**src/design/pba_pkg.sv**
```systemverilog
// Package for the phase binned average core: sizes, state codes, shared types.
// No dependencies; used by pba_divider and phase_binned_average_core.
`default_nettype none
package pba_pkg;
	localparam int MaxVoxels = 4096;
	localparam int MaxBins = 64;
	localparam int AddrW = $clog2(MaxVoxels);
	localparam int CntW = $clog2(MaxVoxels + 1);
	localparam int BinW = $clog2(MaxBins);
	localparam int SumW = 29;
	localparam int DivW = 32;

	typedef enum logic [3:0] {
		ST_LOAD,
		ST_CLEAR,
		ST_RD,
		ST_WAIT,
		ST_MUL,
		ST_DIVGO,
		ST_DIVWT,
		ST_ACC,
		ST_OUTRD,
		ST_OUTDIV,
		ST_OUTWT,
		ST_OUT
	} state_t;

	typedef struct packed {
		logic start;
		logic [DivW-1:0] num;
		logic [DivW-1:0] den;
	} div_req_t;

	typedef struct packed {
		logic busy;
		logic [DivW-1:0] quo;
	} div_rsp_t;
endpackage
`default_nettype wire

```
**src/design/pba_divider.sv**
```systemverilog
// Unsigned restoring divider, one quotient bit per cycle.
// Depends on pba_pkg for widths and request types.
`default_nettype none
module pba_divider (
	input  wire logic               clk,
	input  wire logic               arst_n,
	input  wire pba_pkg::div_req_t  req,
	output pba_pkg::div_rsp_t       rsp
);
	localparam int W = pba_pkg::DivW;
	logic [W-1:0] quo_q, den_q;
	logic [W:0] rem_q;
	logic [$clog2(W+1)-1:0] cnt_q;
	logic [W:0] trial;

	assign trial = {rem_q[W-1:0], quo_q[W-1]};

	always_ff @(posedge clk or negedge arst_n) begin
		if (!arst_n) begin
			cnt_q <= '0;
		end else if (req.start) begin
			cnt_q <= ($clog2(W+1))'(W);
		end else if (cnt_q != '0) begin
			cnt_q <= cnt_q - 1'b1;
		end
	end

	always_ff @(posedge clk) begin
		if (req.start) begin
			quo_q <= req.num;
			den_q <= req.den;
			rem_q <= '0;
		end else if (cnt_q != '0) begin
			if (trial >= {1'b0, den_q}) begin
				rem_q <= trial - {1'b0, den_q};
				quo_q <= {quo_q[W-2:0], 1'b1};
			end else begin
				rem_q <= trial;
				quo_q <= {quo_q[W-2:0], 1'b0};
			end
		end
	end

	assign rsp.busy = (cnt_q != '0);
	assign rsp.quo = quo_q;
endmodule
`default_nettype wire

```
**config.mk**
```make
export PLATFORM = sky130hd
export DESIGN_NAME = pba_divider
export DESIGN_NICKNAME = d
export VERILOG_FILES = /design/src/design/pba_pkg.sv /design/src/design/pba_divider.sv
export SDC_FILE = /design/constraint.sdc
export NUM_CORES = 1
export LEC_CHECK = 0
export BUFFER_PORTS_ARGS = -buffer_cell sky130_fd_sc_hd__buf_4
export CAP_MARGIN = 20
export CORE_MARGIN = 5
export CORE_UTILIZATION = 57
export DETAILED_ROUTE_END_ITERATION = 8
export GPL_TIMING_DRIVEN = 1
export PLACE_DENSITY_LB_ADDON = 0.05
export SKIP_CTS_REPAIR_TIMING = 1
export SYNTH_ARGS = -nofsm -noshare
export SYNTH_HDL_FRONTEND = slang
export SYNTH_SLANG_ARGS = --single-unit
```
**constraint.sdc**
```tcl
create_clock -name clk -period 3.7 [get_ports clk]
set_input_delay 0.37 -clock clk [delete_from_list [all_inputs] [get_ports clk]]
set_output_delay 0.37 -clock clk [all_outputs]
set_load 0.02 [all_outputs]
```
==> flow_summary.toml, run 1 <==
[power_and_ir_drop]
p_int_mw = 2.539
p_clk_share_pct = 18.1
power_density_nw_per_um2 = 584.9
pwr-share-comb_pct = 43.4
switchingPower_mw = 1.665
power.leakage_nw = 3.099
p_seq_share_pct = 38.5
irDropWorstVdd_v = 0.0004700
swShare_pct = 39.61

[worst_hold_path]
hp-class = "in -> reg"
whs_endpoint = "den_q[4]"
whs_path_depth = 1
worstHoldStart = "req[4]"

[yosys]
ys_seq_area_share_pct = 44.14
synth-seq-cells = 102
synth_cell_type_count = 60
synth_area_um2 = 6146
synth_flop_cell = "edfxtp_1"
ys.warnings.count = 0
synth.net_count = 744
synthCells = 643
synth_edf_count = 64
avgSynthCellArea_um2 = 9.558
async_reset_ff_share_pct = 5.882

[clock_tree]
cts_root_buf = "clkbuf_8"
clock-sinks = 102
numCtsBuffers = 9
cts_max_level = 3
insertion_delay_ns = 0.40
cts_tree = "built"
clk_path_buf_depth = 2
path_clk_slew_ns = 0.11

[setup_path]
critPathKind = "reg -> reg"
crit_chain = "inv_1 -> ha_1 -> nand4_1 -> nor4_1 -> a31oi_1 -> o31ai_1 -> and2_1 -> buf_4 -> nand2_1 -> o21ai_0"
critPathMaxStageDelay_ns = 0.54
r2r_slack_ns = 0.43
crit_arrival_ns = 3.61
regToRegEndpoint = "rem_q[27]"
worst-path-max-fanout = 17
cp-start-kind = "flop"
timing.rr.start = "den_q[13]"
r2r_cells = 10
crit_path_top_delay_cell = "and2_1"
endpoint_kind = "flop"
required_ns = 4.03

[route]
first_pass_iters = 6
dr.max_layer_used = "met4"
wl_met1_um = 6768
wl_met3_um = 1320
vias = 5223
routed_wl_um = 15330
via_per_inst = 5.962
ant_nets = 0
wl_met2_um = 6853
drc = 0
drtIter0Drc = 436
wl_per_cell_um = 17.50

[cells_and_area]
drive_above_1_share_pct = 22.55
area_delta_synth_final_pct = 16.94
utilization_pct = 67.18
nets = 832
antenna_cells_inserted = 0
stdcell_count = 876
nFillCells = 880

[sta]
fin_crit_sh_pct = 88.51
report.final.slew_viol_count = 0
clock_skew_ns = 0.02006
period_needed_ns = 3.275
rsz0062_at_grt = "no"
hold_violations = 0
relSlewSlack_pct = 57.83
setup-violations-final = 0
fmax_mhz = 305.3
setup_tns_ns = 0
tightest_slew_ns = 0.6273

[placed_design]
port_buffers = 99
post-dp-hpwl_um = 11270
gp_congestion = 0.9215
placed_cells = 859

[floorplanning]
start_util_pct = 57.45
die_area_um2 = 12960
core.rowCount = 38
die_w_um = 113.8
io-pin-count = 100
die_y_um = 113.8
coreArea_um2 = 10700

[outcome]
outcome = "finished clean"

[grt]
first_global_vias = 5148
grt_pass1_wl_um = 25340
grt_max_degree = 47
grtUsageTotal_pct = 24.39
antenna_found_initial = 0
grt_overflow = 0

[run]
cap_violations = 0
## layer usage
metal	up-vias	track usage [%]
met3	30	6.578
li1	2529	-
met5	-	0
met1	2452	32.50
met4	0	9.976
met2	212	37.81
## kinds of logic (layout without fill, tap and decap cells)
| kind of cell | Yosys count | in the layout | share of synthesized area [%] |
|---|---|---|---|
| multiplexers | 35 | 35 | 6.372 |
| buffers and inverters | 82 | 175 | 5.700 |
| adder cells (fa/ha/maj) | 34 | 34 | 7.044 |
| AO/OA/AOI/OAI | 169 | 169 | 18.34 |
| flip-flops | 102 | 102 | 44.14 |
| XOR/XNOR | 23 | 23 | 3.278 |
| AND/OR/NAND/NOR | 198 | 198 | 15.13 |
## worst max path at each step
| stage | startpoint | to | slack [ns] | depth (start not counted) |
|---|---|---|---|---|
| after global routing | den_q[14] | rem_q[27] | 0.16 | 10 |
| after CTS | den_q[13] | rem_q[6] | 0.50 | 10 |
| final | den_q[13] | rem_q[27] | 0.43 | 10 |
| after global placement | den_q[14] | rem_q[20] | 0.70 | 10 |
| after detailed placement | den_q[14] | rem_q[6] | 0.54 | 10 |
| after floorplan | den_q[24] | quo_q[0] | 1.12 | 11 |
## state kept, by name, indices dropped and copies added (netlist names)
signal and flops:
rem_q 32, quo_q 32, den_q 32, cnt_q 6
## per-stage QoR
step	worst slack, ns	cell area (µm²)	hold slack [ns]	power [mW]
4_1_cts	0.4991	7177	-0.2710	4.206
5_1_grt	0.1599	7187	0.1034	4.496
3_3_place_gp	0.6985	6973	0.1841	3.408
6_report	0.4250	7187	0.1325	4.204
2_1_floorplan	1.124	6146	0.07441	2.916
3_5_place_dp	0.5413	6973	0.1813	3.430
## synthesized netlist by cell type (13+ instances only)
master    number  area, µm²
inv_1         49      183.9
mux2_2        33      371.6
a211oi_1      14      105.1
nand3_1       17      85.08
dfxtp_1       32      640.6
edfxtp_1      64       1922
nor2_1        49      183.9
a21oi_1       53      265.3
ha_1          33      412.9
xnor2_1       15      131.4
nand2_1       70      262.8
o21ai_0       21      105.1
buf_2         13      65.06
a311oi_1      15      131.4
## power groups by stage
| stage | combinational, mW | sequential [mW] | clock, mW |
|---|---|---|---|
| 5_1_grt | 2.02 | 1.65 | 0.832 |
| 4_1_cts | 1.81 | 1.62 | 0.782 |
| 3_5_place_dp | 1.79 | 1.64 | 0 |
| 6_report | 1.83 | 1.62 | 0.762 |
| 2_1_floorplan | 1.21 | 1.71 | 0 |
| 3_3_place_gp | 1.77 | 1.63 | 0 |
## cell type report
type	instances	area [µm²]	area share, %
Clock buffer	10	127.6	1.776
Multi-Input combinational cell	459	3083	42.90
Sequential cell	102	2713	37.74
Tap cell	140	175.2	2.437
Inverter	49	183.9	2.559
Timing Repair Buffer	110	828.3	11.53
Clock inverter	6	76.32	1.062
## layout by cell type (no fill, tap or decap), types with 5 or more instances in the layout
master,n
o21bai_1,5
edfxtp_1,64
clkbuf_8,9
and3_1,7
xnor2_1,15
nor2b_1,7
nand2_1,70
nand2b_1,6
a21oi_1,53
a31oi_1,8
a21o_1,12
inv_1,49
a211oi_1,14
dfxtp_1,32
nand4_1,9
or3_1,6
o21ai_0,21
buf_4,109
dfrtp_1,6
a311oi_1,15
nor3_1,7
o31ai_1,5
nor4_1,6
xor2_1,8
nor2_1,49
nand3_1,17
mux2_2,33
ha_1,33
## critical path: cells and delay by family (launching register included)
family          cells  cell delay [ns]
compound gates      3             0.63
fa+ha+maj           1             0.43
buf+inv             2             0.37
flops               1             0.34
simple gates        4             1.41
No activity file was read; power rests on OpenSTA's default activity.
==> inputs of run 2 (changes only) <==
Settings changed: CORE_UTILIZATION 57 to 53.
==> run 2 against run 1 <==
Compared with the run above: global-route usage fell by 1.2 points; sequential share of layout area shrank 0.45 points; sequential power about the same; critical path depth unchanged; via count down 0.31%; combinational power hardly changed; worst setup slack lost 0.11 ns; clock-buffer cell count stayed put; clock skew down 0.010 ns; design area up 1.2%; power grew 4.6%.
==> flow_summary.toml, run 2 (synthesis results as in run 1) <==
[grt]
busiest_layer = "met2"
grt_pass1_wl_um = 26590
grtUsageTotal_pct = 23.20
grtUsageMet3_pct = 7.016
grt_max_degree = 49
use_met1_pct = 32.02
first_global_vias = 5183
grt_overflow = 0
antenna_found_initial = 0
globalRouteMet2Util_pct = 35.11

[run]
cap_violations = 0

[sta]
clock_skew_ns = 0.01001
period_needed_ns = 3.381
tightest_slew_ns = 0.5829
report.final.slew_viol_count = 0
hold_violations = 0
fin_crit_sh_pct = 91.37
rsz0062_at_grt = "no"
setup_tns_ns = 0
relSlewSlack_pct = 61.14
fmax_mhz = 295.8
setup-violations-final = 0

[route]
drc = 0
ant_nets = 0
routed_wl_um = 16180
drtIter0Drc = 391
vias = 5207
via_per_inst = 5.917
first_pass_iters = 5
wl_per_cell_um = 18.39

[outcome]
outcome = "finished clean"

[floorplanning]
die_area_um2 = 13850
io-pin-count = 100
coreArea_um2 = 11370
start_util_pct = 54.06
die_y_um = 117.7
core.rowCount = 39
die_w_um = 117.7

[clock_tree]
numCtsBuffers = 9
cts_root_buf = "clkbuf_16"
clock-sinks = 102
cts_max_level = 3
cts_tree = "built"
insertion_delay_ns = 0.36
clk_path_buf_depth = 2
path_clk_slew_ns = 0.07

[cells_and_area]
drive_above_1_share_pct = 22.66
antenna_cells_inserted = 0
multi_input_area_um2 = 3083
final_area_um2 = 7274
nFillCells = 963
final_cell_mix = "buf_4, nand2_1, edfxtp_1"
area_delta_synth_final_pct = 18.36
reg_top3 = "den_q x32, quo_q x32, rem_q x32"
ff_latch_area_um2 = 2713
nets = 833
final_common_cell = "buf_4"

[worst_hold_path]
worstHoldStart = "req[7]"
hp-class = "in -> reg"
whs_path_depth = 1
whs_endpoint = "den_q[7]"

[setup_path]
crit_chain = "inv_1 -> ha_1 -> nand4_1 -> nor4_1 -> a31oi_1 -> o31ai_1 -> and2_1 -> buf_4 -> nand2_1 -> a311oi_1"
endpoint_kind = "flop"
critPathMaxStageDelay_ns = 0.59
cp-start-kind = "flop"
crit_path_top_delay_cell = "and2_1"
worst-path-max-fanout = 15
r2r_slack_ns = 0.32
required_ns = 3.92
crit_arrival_ns = 3.60
critPathKind = "reg -> reg"
r2r_cells = 10
timing.rr.start = "den_q[13]"
regToRegEndpoint = "rem_q[18]"

[placed_design]
gp_congestion = 1.035
placed_area_um2 = 6984
port_buffers = 99
post-dp-hpwl_um = 11990

[power_and_ir_drop]
irDropWorstVdd_v = 0.0004632
power.leakage_nw = 3.141
power_density_nw_per_um2 = 604.5
fin_total_pwr_mw = 4.397
## run 2: changes by cell type in the layout (fill, tap and decap cells not counted)
| cell | change |
|---|---|
| clkinv_2 | +1 |
| bufinv_16 | -1 |
| buf_4 | +1 |
| clkbuf_8 | -9 |
| clkinv_4 | -1 |
| inv_6 | +1 |
| clkbuf_16 | +9 |
## run 2: power by group
part	internal [mW]	total [mW]	switching (mW)
registers	1.46	1.62	0.158
logic	0.751	1.84	1.09
clock network	0.471	0.932	0.461
total	2.69	4.40	1.71
## run 2: worst max path at each step
stage | to | depth (start not counted) | startpoint | slack [ns]
floorplan | quo_q[0] | 11 | den_q[24] | 1.12
global placement | rem_q[18] | 11 | den_q[1] | 0.52
detailed placement | rem_q[18] | 11 | den_q[1] | 0.41
CTS | rem_q[18] | 11 | den_q[1] | 0.39
global route | rem_q[18] | 10 | den_q[13] | 0.20
finish | rem_q[18] | 10 | den_q[13] | 0.32
## run 2: layout make-up
cell class                 instances  area share (%)
clock inverter                     6          0.7052
multi-input combinational        459           42.38
sequential                       102           37.29
tap                              143           2.460
timing repair buffer             111           11.49
clock buffer                      10           3.148
inverter                          49           2.528
## run 2: stage by stage
stage | cells | hold WS (ns) | util (%) | setup WS [ns]
floorplan | 643 | 0.07441 | - | 1.124
global placement | 863 | 0.1811 | 61.43 | 0.5160
detailed placement | 863 | 0.1844 | 61.43 | 0.4123
CTS | 879 | -0.2040 | 63.89 | 0.3876
global route | 880 | 0.1658 | 63.98 | 0.1996
finish | 880 | 0.1818 | 63.98 | 0.3194
## run 2: critical path, delay by kind of cell (launching register included)
| family | cells | cell delay, ns |
|---|---|---|
| flops | 1 | 0.32 |
| compound gates | 3 | 0.84 |
| fa+ha+maj | 1 | 0.43 |
| buf+inv | 2 | 0.33 |
| simple gates | 4 | 1.31 |
## run 2: per-layer routing
metal / vias up / wire length (µm)
li1: 2518 / -
met1: 2488 / 7367
met2: 173 / 7222
met3: 28 / 1224
met4: 0 / 368
met5: - / 0
==> inputs of run 3 (changes only) <==
Settings changed: PLACE_DENSITY_LB_ADDON 0.05 to 0.08.
==> run 3 against run 2 <==
Compared with the run above: sequential power barely moved; combinational power barely moved; routed wire length fell by 2.0%; register-to-register slack improved by 0.30 ns; global-route usage fell by 0.36 points; clock-buffer cell count rose by 1; critical path depth did not move; largest power group unchanged; highest routed layer unchanged.
==> flow_summary.toml, run 3 (synthesis results as in run 1) <==
[clock_tree]
numCtsBuffers = 9
cts_tree = "built"
cts_root_buf = "clkbuf_16"
clock-sinks = 102
insertion_delay_ns = 0.35
cts_max_level = 3
clk_path_buf_depth = 2
path_clk_slew_ns = 0.08

[cells_and_area]
final_cell_mix = "buf_4, nand2_1, edfxtp_1"
drive_above_1_share_pct = 22.31
nets = 831
area_delta_synth_final_pct = 18.06
antenna_cells_inserted = 0
final_common_cell = "buf_4"
reg_top3 = "den_q x32, quo_q x32, rem_q x32"

[power_and_ir_drop]
irDropWorstVdd_v = 0.0004714
swShare_pct = 38.56
p_clk_share_pct = 20.9
p_seq_share_pct = 37.2
switchingPower_mw = 1.681
p_int_mw = 2.679
pwr-share-comb_pct = 41.9
power.leakage_nw = 3.120
fin_total_pwr_mw = 4.360
power_density_nw_per_um2 = 600.8

[floorplanning]
die_w_um = 117.7
io-pin-count = 100
die_area_um2 = 13850
start_util_pct = 54.06
core.rowCount = 39
die_y_um = 117.7
coreArea_um2 = 11370

[route]
vias = 5162
routed_wl_um = 15860
via_per_inst = 5.879
wl_met3_um = 1165
wl_met2_um = 7362
first_pass_iters = 5
ant_nets = 0
wl_met1_um = 7163
drtIter0Drc = 337
drc = 0
wl_per_cell_um = 18.06
dr.max_layer_used = "met4"

[grt]
grtUsageTotal_pct = 22.84
first_global_vias = 5122
grt_pass1_wl_um = 26130
grt_overflow = 0
antenna_found_initial = 0
grt_max_degree = 38

[outcome]
outcome = "finished clean"

[sta]
hold_violations = 0
setup-violations-final = 0
fin_crit_sh_pct = 83.19
setup_tns_ns = 0
tightest_slew_ns = 0.6324
period_needed_ns = 3.078
hold_ws_ns = 0.1850
rsz0062_at_grt = "no"
clock_skew_ns = 0.009285
fmax_mhz = 324.9
relSlewSlack_pct = 57.79
report.final.slew_viol_count = 0

[setup_path]
required_ns = 3.95
crit_arrival_ns = 3.33
critPathKind = "reg -> reg"
endpoint_kind = "flop"
worst-path-max-fanout = 20
cp-start-kind = "flop"

[placed_design]
post-dp-hpwl_um = 11550
port_buffers = 99
gp_congestion = 0.9255

[run]
cap_violations = 0

[worst_hold_path]
hp-class = "in -> reg"
[run 3: area by class of cell]
type,count,area [µm²]
well taps,143,178.9
clock inverters,5,43.79
multi-input cells,459,3083
inverters,49,183.9
fillers,945,4114
repair buffers,109,820.8
flip-flops and latches,102,2713
clock buffers,11,232.7
[run 3: power groups by stage]
stage	Sequential (mW)	Combinational, mW	Clock, mW
final	1.62	1.83	0.913
after global routing	1.65	2.02	0.974
after CTS	1.62	1.81	0.942
after detailed placement	1.64	1.80	0
after global placement	1.63	1.77	0
after floorplan	1.71	1.21	0
[run 3: worst paths after layout]
path,slack [ns],start,to,cells past startpoint
max in group asynchronous,3.17,arst_n,cnt_q[5],2
setup reg to reg,0.62,den_q[13],rem_q[13],10
hold reg to reg,0.50,rem_q[5],rem_q[6],2
min in group asynchronous,0.41,arst_n,cnt_q[0],2
setup / recovery,0.62,den_q[13],rem_q[13],10
hold / removal,0.19,req[12],den_q[12],1
[run 3: worst max-delay path, cell delays in order (launching register included)]
cell and delay [ns]:
edfxtp_1 0.33, inv_1 0.04, ha_1 0.44, nand4_1 0.24, nor4_1 0.42, a31oi_1 0.18
o31ai_1 0.18, and2_1 0.42, buf_4 0.34, nand2_1 0.08, a311oi_1 0.30
[run 3: routing by layer]
metal,track usage (%),vias to the layer above
li1,-,2520
met1,31.47,2459
met2,35.86,168
met3,6.728,15
met4,4.875,0
met5,0,-
[run 3: through the flow]
step | cells | setup slack [ns] | instance area, µm² | utilization, %
final | 878 | 0.6220 | 7256 | 63.82
after global routing | 878 | 0.3651 | 7256 | 63.82
after CTS | 877 | 0.6345 | 7246 | 63.73
after detailed placement | 861 | 0.6569 | 6969 | 61.30
after global placement | 861 | 0.7951 | 6969 | 61.30
after floorplan | 643 | 1.124 | 6146 | -
